**src/rtl/pfec_pkg.sv**
```systemverilog
// ----------------------------------------------------------------------------
// pfec_pkg
// shared constants, types and coding functions for the packet fec encoder
// ----------------------------------------------------------------------------
package pfec_pkg;

   localparam int unsigned BYTE_W      = 8;
   localparam int unsigned WORD_W      = 16;
   localparam int unsigned GROUP_W     = 32;
   localparam int unsigned MAX_BYTES   = 12;
   localparam int unsigned BUF_W       = MAX_BYTES * BYTE_W;
   localparam int unsigned COUNT_W     = 4;
   localparam int unsigned HIST_W      = 3;

   localparam logic [15:0] CRC_POLY    = 16'h8005;
   localparam logic [15:0] CRC_INIT    = 16'hFFFF;
   localparam logic [7:0]  TERM_BYTE   = 8'h0B;

   localparam logic [COUNT_W-1:0] CNT_NONE  = 4'd0;
   localparam logic [COUNT_W-1:0] CNT_ONE   = 4'd1;
   localparam logic [COUNT_W-1:0] CNT_PAIR  = 4'd4;
   localparam logic [COUNT_W-1:0] CNT_TWO   = 4'd8;
   localparam logic [COUNT_W-1:0] CNT_THREE = 4'd12;

   // two-bit output symbol per 4-bit coder window
   localparam logic [1:0] SYM_TABLE [16] = '{
      2'd0, 2'd3, 2'd1, 2'd2, 2'd3, 2'd0, 2'd2, 2'd1,
      2'd3, 2'd0, 2'd2, 2'd1, 2'd0, 2'd3, 2'd1, 2'd2
   };

   // block of result bytes handed from the core to the output buffer
   typedef struct packed {
      logic                  valid;
      logic [COUNT_W-1:0]    count;
      logic                  last;
      logic [BUF_W-1:0]      bytes;
   } pfec_load_type;

   // crc-16, msb first, one byte
   function automatic logic [15:0] crc_byte(input logic [15:0] crc_i,
                                            input logic [7:0]  byte_i);
      logic [15:0] c;
      logic        fb;
      c = crc_i;
      for (int k = 0; k < 8; k++) begin
         fb = c[15] ^ byte_i[7-k];
         c  = {c[14:0], 1'b0};
         if (fb) begin
            c = c ^ CRC_POLY;
         end
      end
      return c;
   endfunction

   // k=4 rate-1/2 convolutional code of one byte, first symbol in the top bits
   function automatic logic [15:0] conv_byte(input logic [HIST_W-1:0] hist_i,
                                             input logic [7:0]        byte_i);
      logic [10:0] r;
      logic [15:0] w;
      r = {hist_i, byte_i};
      w = '0;
      for (int k = 0; k < 8; k++) begin
         w[15-2*k -: 2] = SYM_TABLE[r[10-k -: 4]];
      end
      return w;
   endfunction

   // 4x4 two-bit-symbol interleave of a word pair
   function automatic logic [31:0] interleave(input logic [15:0] w0_i,
                                              input logic [15:0] w1_i);
      logic [7:0]  f [4];
      logic [31:0] acc;
      f[0] = w0_i[15:8];
      f[1] = w0_i[7:0];
      f[2] = w1_i[15:8];
      f[3] = w1_i[7:0];
      acc  = '0;
      for (int j = 0; j < 16; j++) begin
         acc[31-2*j -: 2] = f[3-(j & 3)][2*(j >> 2) +: 2];
      end
      return acc;
   endfunction

endpackage

```
**src/rtl/packet_fec_encoder.sv**
```systemverilog
// path: the result bytes of a request, if it has any, pass through the input
// register and then the result buffer before they are on the result port
// throughput: 1 request per cycle into the input register unless the core
// waits on the result buffer; the byte-wide result buffer bounds the rate
// (4 bytes per pair of packet bytes, 8 or 12 bytes for the last request)
// reset: synchronous, active high; crc back to all ones, coder and pair state
// cleared, input register and result buffer emptied
// ----------------------------------------------------------------------------
// packet_fec_encoder
// crc-16 append, k=4 rate-1/2 convolutional coder and 4x4 interleaver
// ----------------------------------------------------------------------------
module packet_fec_encoder
   import pfec_pkg::*;
(
   input  logic        clock,
   input  logic        reset,
   // request channel
   input  logic        req_tvalid,
   output logic        req_tready,
   input  logic [7:0]  req_tdata,   // [7:0] data_byte
   input  logic        req_tlast,   // last_in
   // result channel
   output logic        rsp_tvalid,
   input  logic        rsp_tready,
   output logic [7:0]  rsp_tdata,   // [7:0] out_byte
   output logic        rsp_tlast    // last_out
);

   // block of up to twelve coded bytes from one request
   pfec_load_type load;
   logic          load_ready;

   // input register, running crc, coder history and the held word of a pair;
   // a first-of-pair request only updates state and needs no buffer space
   pfec_core u_core (
      .clock      (clock),
      .reset      (reset),
      .req_tvalid (req_tvalid),
      .req_tready (req_tready),
      .req_tdata  (req_tdata),
      .req_tlast  (req_tlast),
      .load_ready (load_ready),
      .load       (load)
   );

   // output side: buffer refilled as its final byte is taken, so the
   // result channel streams without gaps while requests keep coming
   pfec_outbuf u_outbuf (
      .clock      (clock),
      .reset      (reset),
      .load       (load),
      .load_ready (load_ready),
      .rsp_tvalid (rsp_tvalid),
      .rsp_tready (rsp_tready),
      .rsp_tdata  (rsp_tdata),
      .rsp_tlast  (rsp_tlast)
   );

endmodule

```
**src/rtl/pfec_core.sv**
```systemverilog
// ----------------------------------------------------------------------------
// pfec_core
// input register, crc and coder state, and one-pass build of result bytes
// ----------------------------------------------------------------------------
module pfec_core
   import pfec_pkg::*;
(
   input  logic                clock,
   input  logic                reset,
   input  logic                req_tvalid,
   output logic                req_tready,
   input  logic [7:0]          req_tdata,
   input  logic                req_tlast,
   input  logic                load_ready,
   output pfec_load_type       load
);

   logic                in_valid_ff, in_valid_in;
   logic [7:0]          in_data_ff;
   logic                in_last_ff;

   logic [15:0]         crc_ff, crc_in;
   logic [HIST_W-1:0]   hist_ff, hist_in;
   logic [WORD_W-1:0]   held_ff, held_in;
   logic                phase_ff, phase_in;

   logic [15:0]         crc_next;
   logic [WORD_W-1:0]   w_data, w_hi, w_lo, w_term, w_term2;
   logic [GROUP_W-1:0]  g_held_data, g_data_hi, g_hi_lo, g_lo_term, g_term_term;
   logic [COUNT_W-1:0]  count;
   logic                consume;

   // coded words for the byte and, on a last byte, the packet trailer
   always_comb begin
      crc_next    = crc_byte(crc_ff, in_data_ff);
      w_data      = conv_byte(hist_ff, in_data_ff);
      w_hi        = conv_byte(in_data_ff[2:0], crc_next[15:8]);
      w_lo        = conv_byte(crc_next[10:8], crc_next[7:0]);
      w_term      = conv_byte(crc_next[2:0], TERM_BYTE);
      w_term2     = conv_byte(TERM_BYTE[2:0], TERM_BYTE);
      g_held_data = interleave(held_ff, w_data);
      g_data_hi   = interleave(w_data, w_hi);
      g_hi_lo     = interleave(w_hi, w_lo);
      g_lo_term   = interleave(w_lo, w_term);
      g_term_term = interleave(w_term, w_term2);
   end

   always_comb begin
      load.last  = in_last_ff;
      load.bytes = '0;
      if (!in_last_ff) begin
         count = phase_ff ? CNT_PAIR : CNT_NONE;
         load.bytes[BUF_W-1 -: GROUP_W] = g_held_data;
      end else if (phase_ff) begin
         count = CNT_THREE;
         load.bytes = {g_held_data, g_hi_lo, g_term_term};
      end else begin
         count = CNT_TWO;
         load.bytes[BUF_W-1 -: 2*GROUP_W] = {g_data_hi, g_lo_term};
      end
      load.count = count;
      load.valid = in_valid_ff && load_ready && (count != CNT_NONE);
   end

   // items with no result bytes never wait on the output buffer
   assign consume    = in_valid_ff && ((count == CNT_NONE) || load_ready);
   assign req_tready = !in_valid_ff || consume;

   always_comb begin
      in_valid_in = in_valid_ff;
      if (req_tready) begin
         in_valid_in = req_tvalid;
      end
   end

   always_comb begin
      crc_in   = crc_ff;
      hist_in  = hist_ff;
      held_in  = held_ff;
      phase_in = phase_ff;
      if (consume) begin
         if (in_last_ff) begin
            crc_in   = CRC_INIT;
            hist_in  = '0;
            held_in  = '0;
            phase_in = 1'b0;
         end else begin
            crc_in   = crc_next;
            hist_in  = in_data_ff[2:0];
            held_in  = phase_ff ? '0 : w_data;
            phase_in = !phase_ff;
         end
      end
   end

   always_ff @(posedge clock) begin
      if (reset) begin
         in_valid_ff <= 1'b0;
         crc_ff      <= CRC_INIT;
         hist_ff     <= '0;
         held_ff     <= '0;
         phase_ff    <= 1'b0;
      end else begin
         in_valid_ff <= in_valid_in;
         crc_ff      <= crc_in;
         hist_ff     <= hist_in;
         held_ff     <= held_in;
         phase_ff    <= phase_in;
      end
   end

   always_ff @(posedge clock) begin
      if (req_tready) begin
         in_data_ff <= req_tdata;
         in_last_ff <= req_tlast;
      end
   end

endmodule

```
**src/rtl/pfec_outbuf.sv**
```systemverilog
// ----------------------------------------------------------------------------
// pfec_outbuf
// result byte buffer, drained one byte per cycle when rsp_tready is high
// ----------------------------------------------------------------------------
module pfec_outbuf
   import pfec_pkg::*;
(
   input  logic                clock,
   input  logic                reset,
   input  pfec_load_type       load,
   output logic                load_ready,
   output logic                rsp_tvalid,
   input  logic                rsp_tready,
   output logic [7:0]          rsp_tdata,
   output logic                rsp_tlast
);

   logic [BUF_W-1:0]    buf_ff, buf_in;
   logic [COUNT_W-1:0]  cnt_ff, cnt_in;
   logic                last_ff, last_in;
   logic                take;

   assign rsp_tvalid = (cnt_ff != CNT_NONE);
   assign rsp_tdata  = buf_ff[BUF_W-1 -: BYTE_W];
   assign rsp_tlast  = last_ff && (cnt_ff == CNT_ONE);
   assign take       = rsp_tvalid && rsp_tready;
   // refill in the same cycle the final byte leaves
   assign load_ready = (cnt_ff == CNT_NONE) || ((cnt_ff == CNT_ONE) && rsp_tready);

   always_comb begin
      buf_in  = buf_ff;
      cnt_in  = cnt_ff;
      last_in = last_ff;
      if (load.valid) begin
         buf_in  = load.bytes;
         cnt_in  = load.count;
         last_in = load.last;
      end else if (take) begin
         buf_in  = {buf_ff[BUF_W-BYTE_W-1:0], {BYTE_W{1'b0}}};
         cnt_in  = cnt_ff - CNT_ONE;
      end
   end

   always_ff @(posedge clock) begin
      if (reset) begin
         cnt_ff  <= CNT_NONE;
         last_ff <= 1'b0;
      end else begin
         cnt_ff  <= cnt_in;
         last_ff <= last_in;
      end
   end

   always_ff @(posedge clock) begin
      buf_ff <= buf_in;
   end

endmodule

```
**config.mk**
```make
export PLATFORM = sky130hd
export DESIGN_NAME = packet_fec_encoder
export DESIGN_NICKNAME = d
export VERILOG_FILES = /design/src/rtl/pfec_pkg.sv /design/src/rtl/packet_fec_encoder.sv /design/src/rtl/pfec_core.sv /design/src/rtl/pfec_outbuf.sv
export SDC_FILE = /design/constraint.sdc
export NUM_CORES = 1
export LEC_CHECK = 0
export ABC_CLOCK_PERIOD_IN_PS = 4100
export BUFFER_PORTS_ARGS = -buffer_cell sky130_fd_sc_hd__clkbuf_2
export CAP_MARGIN = 20
export CORE_ASPECT_RATIO = 0.5
export CORE_MARGIN = 2
export CORE_UTILIZATION = 51
export DETAILED_ROUTE_END_ITERATION = 10
export PLACE_DENSITY = 0.7
export SLEW_MARGIN = 20
export SYNTH_ARGS = -nofsm -noshare
export SYNTH_HDL_FRONTEND = slang
export SYNTH_SLANG_ARGS = --single-unit
```
**constraint.sdc**
```tcl
create_clock -name clock -period 4.1 [get_ports clock]
set_clock_uncertainty 0.1 [all_clocks]
set_input_delay 0.205 -clock clock [delete_from_list [all_inputs] [get_ports clock]]
set_output_delay 0.205 -clock clock [all_outputs]
set_load 0.02 [all_outputs]
```
# Word level (Yosys, flattened, before mapping)

Memory sizes are Yosys's and may differ from the RTL's.
Index checks and enable logic that the tools add are counted.

Output and inout bits: 11
Flip-flop bits (word level): 147
Word-level logic and storage cells: 203
Memory bits (read-only): 864
Memories: 27
Input port bits: 13

Memory list:

| name            | depth | width | rd ports | clocked after Yosys merged registers in | write ports | RTL line       | source |
|---|---|---|---|---|---|---|---|
| (no name shown) | 16    | 2     | 1        | 0                                       | 0           | pfec_pkg.sv:63 | `w[15-2*k -: 2] = SYM_TABLE[r[10-k -: 4]];` |
| (no name shown) | 16    | 2     | 1        | 0                                       | 0           | pfec_pkg.sv:63 |  |
| (no name shown) | 16    | 2     | 1        | 0                                       | 0           | pfec_pkg.sv:63 |  |
| (no name shown) | 16    | 2     | 1        | 0                                       | 0           | pfec_pkg.sv:63 |  |
| (no name shown) | 16    | 2     | 1        | 0                                       | 0           | pfec_pkg.sv:63 |  |
| (no name shown) | 16    | 2     | 1        | 0                                       | 0           | pfec_pkg.sv:63 |  |
| +21 memories    | -     | -     | -        | -                                       | -           | -              |  |

Muxes and demuxes: 78
Reduce and logical (&&, ||, !) cells: 16
Eq/ne operators: 1
Add/subtract/negate cells: 1
$lt $le $gt $ge: 27
Bitwise operators: 43

Operators by type and width:

| operator              | count |
|---|---|
| $mux W96              | 2 |
| $mux W16              | 11 |
| $ge A5 B5 Y1 const B  | 27 |
| $not A4 Y5            | 27 |
| $mux W64              | 2 |
| $mux W2               | 54 |
| $mux W32              | 1 |
| $mux W31              | 1 |
| $not A3 Y3            | 8 |
| $mux W4               | 3 |
| $mux W3               | 3 |
| $logic_not A4 Y1      | 2 |
| $reduce_bool A4 Y1    | 2 |
| $xor A1 B1 Y1         | 8 |
| $logic_and A1 B1 Y1   | 6 |
| $eq A4 B1 Y1 const B  | 1 |
| $sub A4 B1 Y4 const B | 1 |
| $logic_or A1 B1 Y1    | 3 |
| $logic_not A1 Y1      | 2 |
| $reduce_bool A2 Y1    | 1 |
| $mux W1               | 1 |

# Depth between registers and ports, before layout

Gate-level depths: netlist (run 1).

Word-level depth: 23
Gate-level depth with buffers: 11
Depth with buffers taken out: 9

# By module

From an unflattened synthesis (run 1), not the netlist that was laid out.

Cell total of the unflattened synthesis: 772
Area total of the unflattened synthesis: 8536.9 um^2

By module, submodules not included:

| module      | seq. area each (um^2) | instances | area each (um^2) | cells each |
|---|---|---|---|---|
| pfec_outbuf | 2982.9                | 1         | 4377.9           | 251 |
| pfec_core   | 1011.0                | 1         | 4159.0           | 521 |

# Least setup slack after synthesis (run 1)

Ideal clock, no wire load.

Kind: flip-flop to flip-flop
Start: register u_outbuf.cnt_ff[0]
End: register u_outbuf.cnt_ff[2]
Clock period less this slack: 4.052 ns
Library setup time: 0.095 ns
Data required time: 3.905 ns
Path buffers: 2
Stages on the path, launching flop included: 11
Slack: 0.048 ns
Arrival: 3.857 ns
Cells stage by stage: dfxtp_1 inv_1 ha_1 a21o_1 and3_1 clkbuf_1 o21ai_0 clkbuf_1 nand2b_1 and3_1 nor4_1

Cells in the longest elaborated chain, start to end: 6
Elaborated cells on any way between the ends: 12
Those cells by class: add/sub: 1; eq/ne: 1; mux: 2; reduce/logical: 8

RTL lines:

| element                                                               | RTL line          | source |
|---|---|---|
| start: declaration                                                    | pfec_outbuf.sv:19 | `logic [COUNT_W-1:0] cnt_ff, cnt_in;` |
| start signal: assignment                                              | pfec_outbuf.sv:49 | `cnt_ff <= cnt_in;` |
| parallel branches: the longest is 6 deep, another holds $sub A4 B1 Y4 | -                 |  |

Several ways; the timed one is not identified. The select of a mux whose other input is x is not followed.
A chain may end at the register's enable or synchronous reset.

# Final worst setup path (run 1)

Start: register u_core.in_data_ff[1]
End: register u_outbuf.buf_ff[57], data pin

Cells in the longest elaborated chain, start to end: 11

RTL lines:

| element                                    | RTL line          | source |
|---|---|---|
| start: declaration                         | pfec_core.sv:19   | `logic [7:0] in_data_ff;` |
| start signal: assignment                   | pfec_core.sv:114  | `in_data_ff <= req_tdata;` |
| $xor A1 B1 Y1                              | pfec_pkg.sv:46    | `fb = c[15] ^ byte_i[7-k];` |
| $mux W16                                   | pfec_pkg.sv:48    | `if (fb) begin` |
| $xor A1 B1 Y1                              | pfec_pkg.sv:46    |  |
| $mux W16                                   | pfec_pkg.sv:48    |  |
| $not A4 Y5 (not written as such)           | pfec_pkg.sv:63    |  |
| $mem_v2 Z16 W2                             | -                 |  |
| $mux W2 (not written as such) (2 in a row) | pfec_pkg.sv:63    |  |
| $mux W64                                   | pfec_core.sv:54   | `end else if (phase_ff) begin` |
| $mux W64                                   | pfec_core.sv:51   | `if (!in_last_ff) begin` |
| $mux W96                                   | pfec_outbuf.sv:34 | `if (load.valid) begin` |
| via u_outbuf.buf_in[57]                    | pfec_outbuf.sv:18 | `logic [BUF_W-1:0] buf_ff, buf_in;` |
| end signal: assignment                     | pfec_outbuf.sv:55 | `buf_ff <= buf_in;` |
| end: declaration                           | pfec_outbuf.sv:18 |  |

The timed path passes the listed nets, and every way through them passes these cells. The select of a mux whose other input is x is not followed.

==> results.py, run 1 <==
metrics = {
    "status": {
        "status": "finished, violations left",
        "violations": "design-rule violations",
    },
    "global_route": {
        "grt_pass1_vias": 4657,
        "busiest_layer": "met1",
        "grt_use_met2": 0.3399,
        "antenna_found_initial": 0,
        "gr-usage-met3": 0.09091,
        "grt_util_met1": 0.3700,
        "grt_max_degree": 85,
        "overflow": 0,
        "grt_pass1_wl_mm": 26.68,
        "grtUsageTotal": 0.2498,
    },
    "timing": {
        "setup_violations": 0,
        "finalHoldViolCount": 0,
        "relSlewSlack": 0.3155,
        "whs_ns": 0.2495,
        "drv_slew": 0,
        "fmax_ghz": 0.3432,
        "finalSetupTns_ns": 0,
        "fin_crit_sh": 0.7107,
        "period_minus_slack_ns": 2.914,
        "worstMarginPinSlew_ns": 1.019,
        "timing.final.ws_setup_ns": 1.186,
        "rsz0062_at_grt": "no",
    },
    "routing": {
        "viasPerCell": 5.741,
        "postRouteAntennaNets": 0,
        "num_vias": 4926,
        "wl_per_cell_um": 19.73,
        "drtIter0Drc": 819,
        "route.detailed.drc": 2,
        "first_pass_iters": 11,
        "wirelength_mm": 16.93,
    },
    "cts": {
        "htree_levels": 4,
        "clockRootBuffer": "clkbuf_16",
        "clk_latency_ns": 0.43,
        "cts.clk_slew.worst_paths_ns": 0.07,
        "cts_resized": 0,
        "cts_buffer_depth": 2,
        "postCtsSetupBuffers": 0,
        "postCtsHoldBufs": 10,
        "cts.sinks": 132,
        "cts_tree": "done",
        "numCtsBuffers": 17,
    },
    "layout": {
        "diodes": 0,
        "finalNetCount": 690,
        "final_cells": 858,
        "utilization": 0.6009,
        "drive_above_1_share": 0.1134,
        "fin_area_sq_um": 7719,
        "area_growth_pct": 13.34,
    },
    "synth": {
        "synth.most_common_cell": "edfxtp_1",
        "ys_async_sr_fraction": 0,
        "ys_top_cells_by_area": "edfxtp_1 40%, dfxtp_1 12%, xnor2_1 8.7%",
        "synth_ff_type": "edfxtp_1",
        "yosysTopAreaCellShare": 0.3968,
        "ys_seq_area_frac": 0.5203,
        "synth_area_per_cell_sq_um": 10.21,
        "syn-cell-area_sq_um": 6810,
        "postSynthCellCount": 667,
        "syn_nets": 682,
        "ys_seq_elements": 132,
        "synth_top_area_cell": "edfxtp_1",
        "synth_common_cells": "90 x edfxtp_1, 87 x nor2_1, 68 x nand2_1, 68 x xnor2_1, 47 x a21oi_1",
        "synth_edf_count": 90,
        "synthDistinctLibCells": 47,
        "yosys_warnings": 0,
    },
    "setup_path": {
        "path_class": "flop to flop",
        "crit_path_max_fanout": 6,
        "end_kind": "flop",
        "rrSetupSlack_ns": 1.19,
        "rr_worst_depth": 6,
        "cp.required_ns": 4.18,
        "start_kind": "flop",
        "worstReg2RegStart": "u_core.in_data_ff[1]",
        "cp.arrival_ns": 2.99,
        "r2r_end": "u_outbuf.buf_ff[57]",
    },
    "power_and_ir_drop": {
        "combPwrFrac": 0.389,
        "power_frac_seq": 0.368,
        "p_leak_nw": 2.958,
        "p_per_area_nw_per_um2": 846.5,
        "power_mw": 6.534,
        "p_switching_mw": 2.480,
        "clkPwrFrac": 0.242,
        "ir_drop_v": 0.0003297,
        "p_int_mw": 4.054,
        "switching_share": 0.3795,
    },
    "floorplanning": {
        "die_x_um": 167.4,
        "fp.dieH_um": 85.71,
        "num_rows": 29,
        "num_io_pins": 24,
        "die_area_sq_um": 14350,
        "core-area_sq_um": 12840,
        "start_util": 0.5302,
    },
    "worst_hold_path": {
        "hold_path.class": "primary input to flop",
        "hold_end": "u_outbuf.cnt_ff[1]",
        "hold_depth": 4,
        "hp-start": "rsp_tready",
    },
    "placement": {
        "pre_cts_ws_ns": 1.209,
        "placed_cells": 815,
        "gp_congestion": 0.9510,
        "hpwl_mm": 11.62,
        "place_area_sq_um": 6987,
        "io_buffer_count": 23,
    },
    "run": {
        "drv_cap": 0,
    },
}
-- layout by cell type (no fill, tap or decap), types with 3 or more instances in the layout --
| cell type | n |
|---|---|
| clkbuf_16 | 18 |
| buf_4 | 10 |
| dlygate4sd3_1 | 10 |
| o22ai_1 | 7 |
| xnor2_2 | 3 |
| nor2_1 | 87 |
| edfxtp_1 | 90 |
| a21oi_1 | 47 |
| a221o_1 | 6 |
| xor2_2 | 3 |
| xor2_1 | 33 |
| inv_1 | 6 |
| clkbuf_2 | 23 |
| inv_6 | 7 |
| nor3b_1 | 6 |
| xnor2_1 | 68 |
| nand2b_1 | 4 |
| a21o_1 | 4 |
| a22o_1 | 5 |
| nand2_1 | 68 |
| mux2i_1 | 8 |
| o21ai_1 | 8 |
| and3_1 | 3 |
| nor2b_1 | 4 |
| and2_1 | 8 |
| o21ai_0 | 36 |
| nor3_1 | 15 |
| dfxtp_1 | 42 |
| o21bai_1 | 13 |
| a22oi_1 | 12 |
-- logic make-up (layout without fill, tap and decap cells) --
kind of cell,after synthesis,in the layout,share of synthesized area
adder cells (fa/ha/maj),2,2,0.003674
AO/OA/AOI/OAI,147,147,0.1314
AND/OR/NAND/NOR,203,203,0.1277
flip-flops,132,132,0.5203
multiplexers,8,8,0.01176
buffers and inverters,62,83,0.03987
XOR/XNOR,113,113,0.1654
-- power by group through the flow --
stage	Clock, mW	Sequential, mW	Combinational [mW]
after floorplan	0	2.34	1.90
after global placement	0	2.42	2.42
after detailed placement	0	2.43	2.44
after CTS	1.60	2.42	2.47
after global routing	1.66	2.45	2.75
final	1.58	2.41	2.54
-- worst max path at each step --
stage | cells after the start | endpoint | startpoint | slack, ns
after floorplan | 10 | u_outbuf.cnt_ff[2] | u_outbuf.cnt_ff[0] | 0.05
after global placement | 6 | u_outbuf.buf_ff[57] | u_core.in_data_ff[5] | 1.29
after detailed placement | 6 | u_outbuf.buf_ff[57] | u_core.in_data_ff[1] | 1.21
after CTS | 6 | u_outbuf.buf_ff[57] | u_core.in_data_ff[1] | 1.19
after global routing | 6 | u_outbuf.buf_ff[52] | u_core.in_data_ff[1] | 1.03
final | 6 | u_outbuf.buf_ff[57] | u_core.in_data_ff[1] | 1.19
-- layer usage --
| metal | up-vias | wire, um |
|---|---|---|
| li1 | 2319 | - |
| met1 | 2327 | 7831 |
| met2 | 250 | 6792 |
| met3 | 30 | 2065 |
| met4 | 0 | 241 |
| met5 | - | 0 |
-- layout make-up --
| class | instances | area, sq um |
|---|---|---|
| Timing Repair Buffer | 44 | 310.3 |
| Clock inverter | 14 | 161.4 |
| Clock buffer | 18 | 450.4 |
| Fill cell | 1043 | 5126 |
| Tap cell | 170 | 212.7 |
| Sequential cell | 132 | 3543 |
| Inverter | 7 | 26.28 |
| Multi-Input combinational cell | 473 | 3014 |
-- worst max-delay path, cell delays in order, from the launching register on --
cell and delay [ns]:
edfxtp_1 0.53, xnor2_2 0.27, xnor2_1 0.47, xnor3_2 0.59
xor2_2 0.19, xnor2_1 0.16, a221o_1 0.35
-- registers in the layout, indices dropped and copies added (netlist names) --
name	cells
u_outbuf.buf_ff	81
u_outbuf.last_ff	1
u_core.phase_ff	1
u_outbuf.cnt_ff	4
u_core.hist_ff	3
u_core.in_data_ff	8
u_core.in_last_ff	1
u_core.crc_ff	16
u_core.held_ff	16
u_core.in_valid_ff	1
No activity file was read; power rests on OpenSTA's default activity.
==> run 2: changes to the inputs <==
ABC_CLOCK_PERIOD_IN_PS = 3000   (was 4100)
PLACE_DENSITY = 0.68   (was 0.7)
clock period = 3 ns   (was 4.1 ns; I/O delays follow)
==> run 2 against run 1 <==
  * The run still ends with design-rule violations left
  * Clock power rose by 20%
  * Setup slack got worse by 0.97 ns
  * Global-route usage rose by 0.81 points
  * Sequential share of layout area fell by 0.49 points
  * Critical endpoint is now u_outbuf.buf_ff[53]
==> results.py, run 2 (synthesis gave the netlist of run 1 again) <==
metrics = {
    "setup_path": {
        "end_kind": "flop",
        "rrSetupSlack_ns": 0.22,
        "critical_path.max_stage_delay_ns": 0.49,
        "crit_path_max_fanout": 5,
        "cp_slowest_cell": "xnor3_2",
        "worstPathCellList": "xnor2_4 -> xnor3_2 -> xnor3_1 -> xor2_1 -> nor2_1 -> a221o_1",
        "endpoint": "u_outbuf.buf_ff[53]",
        "cp.required_ns": 3.06,
        "path_class": "flop to flop",
        "r2r_end": "u_outbuf.buf_ff[53]",
        "cp-startpoint": "u_core.in_data_ff[3]",
        "rr_worst_depth": 6,
        "start_kind": "flop",
        "cp.arrival_ns": 2.84,
        "worstReg2RegStart": "u_core.in_data_ff[3]",
    },
    "run": {
        "drv_cap": 0,
    },
    "layout": {
        "area_growth_pct": 14.57,
        "fill_cells": 1065,
        "final_cell_mix": "90 x edfxtp_1, 87 x nor2_1, 68 x xnor2_1, 68 x nand2_1, 47 x a21oi_1",
        "finalNetCount": 708,
        "reg_top3": "u_outbuf.buf_ff x81, u_core.crc_ff x16, u_core.held_ff x16",
        "fin_area_sq_um": 7802,
        "drive_above_1_share": 0.1333,
        "largest_reg_flops": 81,
        "top_register": "u_outbuf.buf_ff",
        "final_common_cell": "edfxtp_1",
        "diodes": 0,
    },
    "global_route": {
        "overflow": 0,
        "grt_max_degree": 84,
        "antenna_found_initial": 0,
        "grtUsageTotal": 0.2580,
        "grt_pass1_wl_mm": 27.36,
        "grt_pass1_vias": 4709,
    },
    "timing": {
        "drv_slew": 0,
        "timing.final.ws_setup_ns": 0.2209,
        "period_minus_slack_ns": 2.779,
        "finalHoldViolCount": 0,
        "relSlewSlack": 0.3982,
        "rsz0062_at_grt": "no",
        "fin_crit_sh": 0.9264,
        "worstMarginPinSlew_ns": 0.9027,
        "setup_violations": 0,
        "finalSetupTns_ns": 0,
        "fmax_ghz": 0.3598,
    },
    "floorplanning": {
        "fp.dieH_um": 85.71,
        "num_rows": 29,
        "die_area_sq_um": 14350,
        "die_x_um": 167.4,
        "core-area_sq_um": 12840,
        "num_io_pins": 24,
        "start_util": 0.5302,
    },
    "placement": {
        "pre_cts_ws_ns": 0.2649,
        "gp_congestion": 0.9238,
        "hpwl_mm": 11.98,
        "io_buffer_count": 23,
        "place_area_sq_um": 7167,
    },
    "routing": {
        "first_pass_iters": 8,
        "viasPerCell": 5.760,
        "route.detailed.drc": 1,
        "wirelength_mm": 17.52,
        "drtIter0Drc": 546,
        "postRouteAntennaNets": 0,
        "wl_per_cell_um": 20.02,
        "num_vias": 5040,
    },
    "cts": {
        "cts_resized": 0,
        "clk_latency_ns": 0.42,
        "cts.clk_slew.worst_paths_ns": 0.06,
        "cts_tree": "done",
        "clockRootBuffer": "clkbuf_16",
        "cts_buffer_depth": 2,
        "numCtsBuffers": 17,
        "cts.sinks": 132,
        "htree_levels": 4,
    },
    "power_and_ir_drop": {
        "p_per_area_nw_per_um2": 1127,
        "power_frac_seq": 0.372,
        "ir_drop_v": 0.0004013,
        "p_int_mw": 5.453,
        "switching_share": 0.3800,
        "combPwrFrac": 0.412,
        "p_leak_nw": 3.018,
        "p_switching_mw": 3.342,
        "clkPwrFrac": 0.216,
        "power_mw": 8.796,
    },
    "status": {
        "status": "finished, violations left",
        "violations": "design-rule violations",
    },
    "worst_hold_path": {
        "hold_path.class": "primary input to flop",
    },
}
## run 2: changes by cell type in the layout (fill, tap and decap cells not counted), moves of 2 or more
cell	delta
buf_4	+16
clkinv_4	+2
buf_12	+2
bufinv_16	-2
clkinv_2	+5
inv_6	-6
## run 2: how the worst min path moves through the flow
stage,start,endpoint,slack [ns],cells past startpoint
after floorplan,req_tdata[0],u_core.in_data_ff[0],0.15,0
after global placement,req_tlast,u_core.in_last_ff,0.23,1
after detailed placement,req_tlast,u_core.in_last_ff,0.23,1
after CTS,rsp_tready,u_outbuf.cnt_ff[1],0.15,4
after global routing,rsp_tready,u_outbuf.cnt_ff[1],0.24,4
final,rsp_tready,u_outbuf.cnt_ff[1],0.16,4
## run 2: critical path: cells and delay by family, from the launching register on
| family | cells | cell delay, ns |
|---|---|---|
| and+or+nand+nor | 1 | 0.09 |
| xor gates and xnor gates | 4 | 1.58 |
| DFF | 1 | 0.47 |
| AOI/OAI and AO/OA | 1 | 0.28 |
## run 2: area by class of cell
cell class                 instances  area (sq um)  share of cell area
clock buffer                      19         454.2             0.05821
clock inverter                    12         81.33             0.01042
inverter                           7         26.28            0.003368
multi-input combinational        473          3014              0.3863
sequential                       132          3543              0.4541
tap                              170         212.7             0.02726
timing repair buffer              62         470.5             0.06030
## run 2: per-layer routing
| metal | share of wire | global-route usage |
|---|---|---|
| met2 | 0.41 | 0.3501 |
| met5 | 0 | 0.02341 |
| met1 | 0.48 | 0.3893 |
| met4 | 0.014 | 0.08142 |
| met3 | 0.10 | 0.07937 |
## run 2: metrics by stage
stage	std cells	hold slack, ns	utilization
after floorplan	667	0.1489	-
after global placement	834	0.2293	0.5580
after detailed placement	834	0.2296	0.5580
after CTS	875	0.1459	0.6074
after global routing	875	0.2426	0.6074
final	875	0.1623	0.6074
## run 2: repair_timing
action / CTS / global route
hold buffers: 10 / 0
endpoints found under the hold margin: 10 / 0
setup buffers: 0 / 0
## run 2: power by group through the flow
stage          sequential [mW]  combinational (mW)  clock, mW
2_1_floorplan             3.16                2.61          0
3_3_place_gp              3.28                3.48          0
3_5_place_dp              3.29                3.54          0
4_1_cts                   3.27                3.56       1.93
5_1_grt                   3.34                3.92       2.00
6_report                  3.28                3.62       1.90
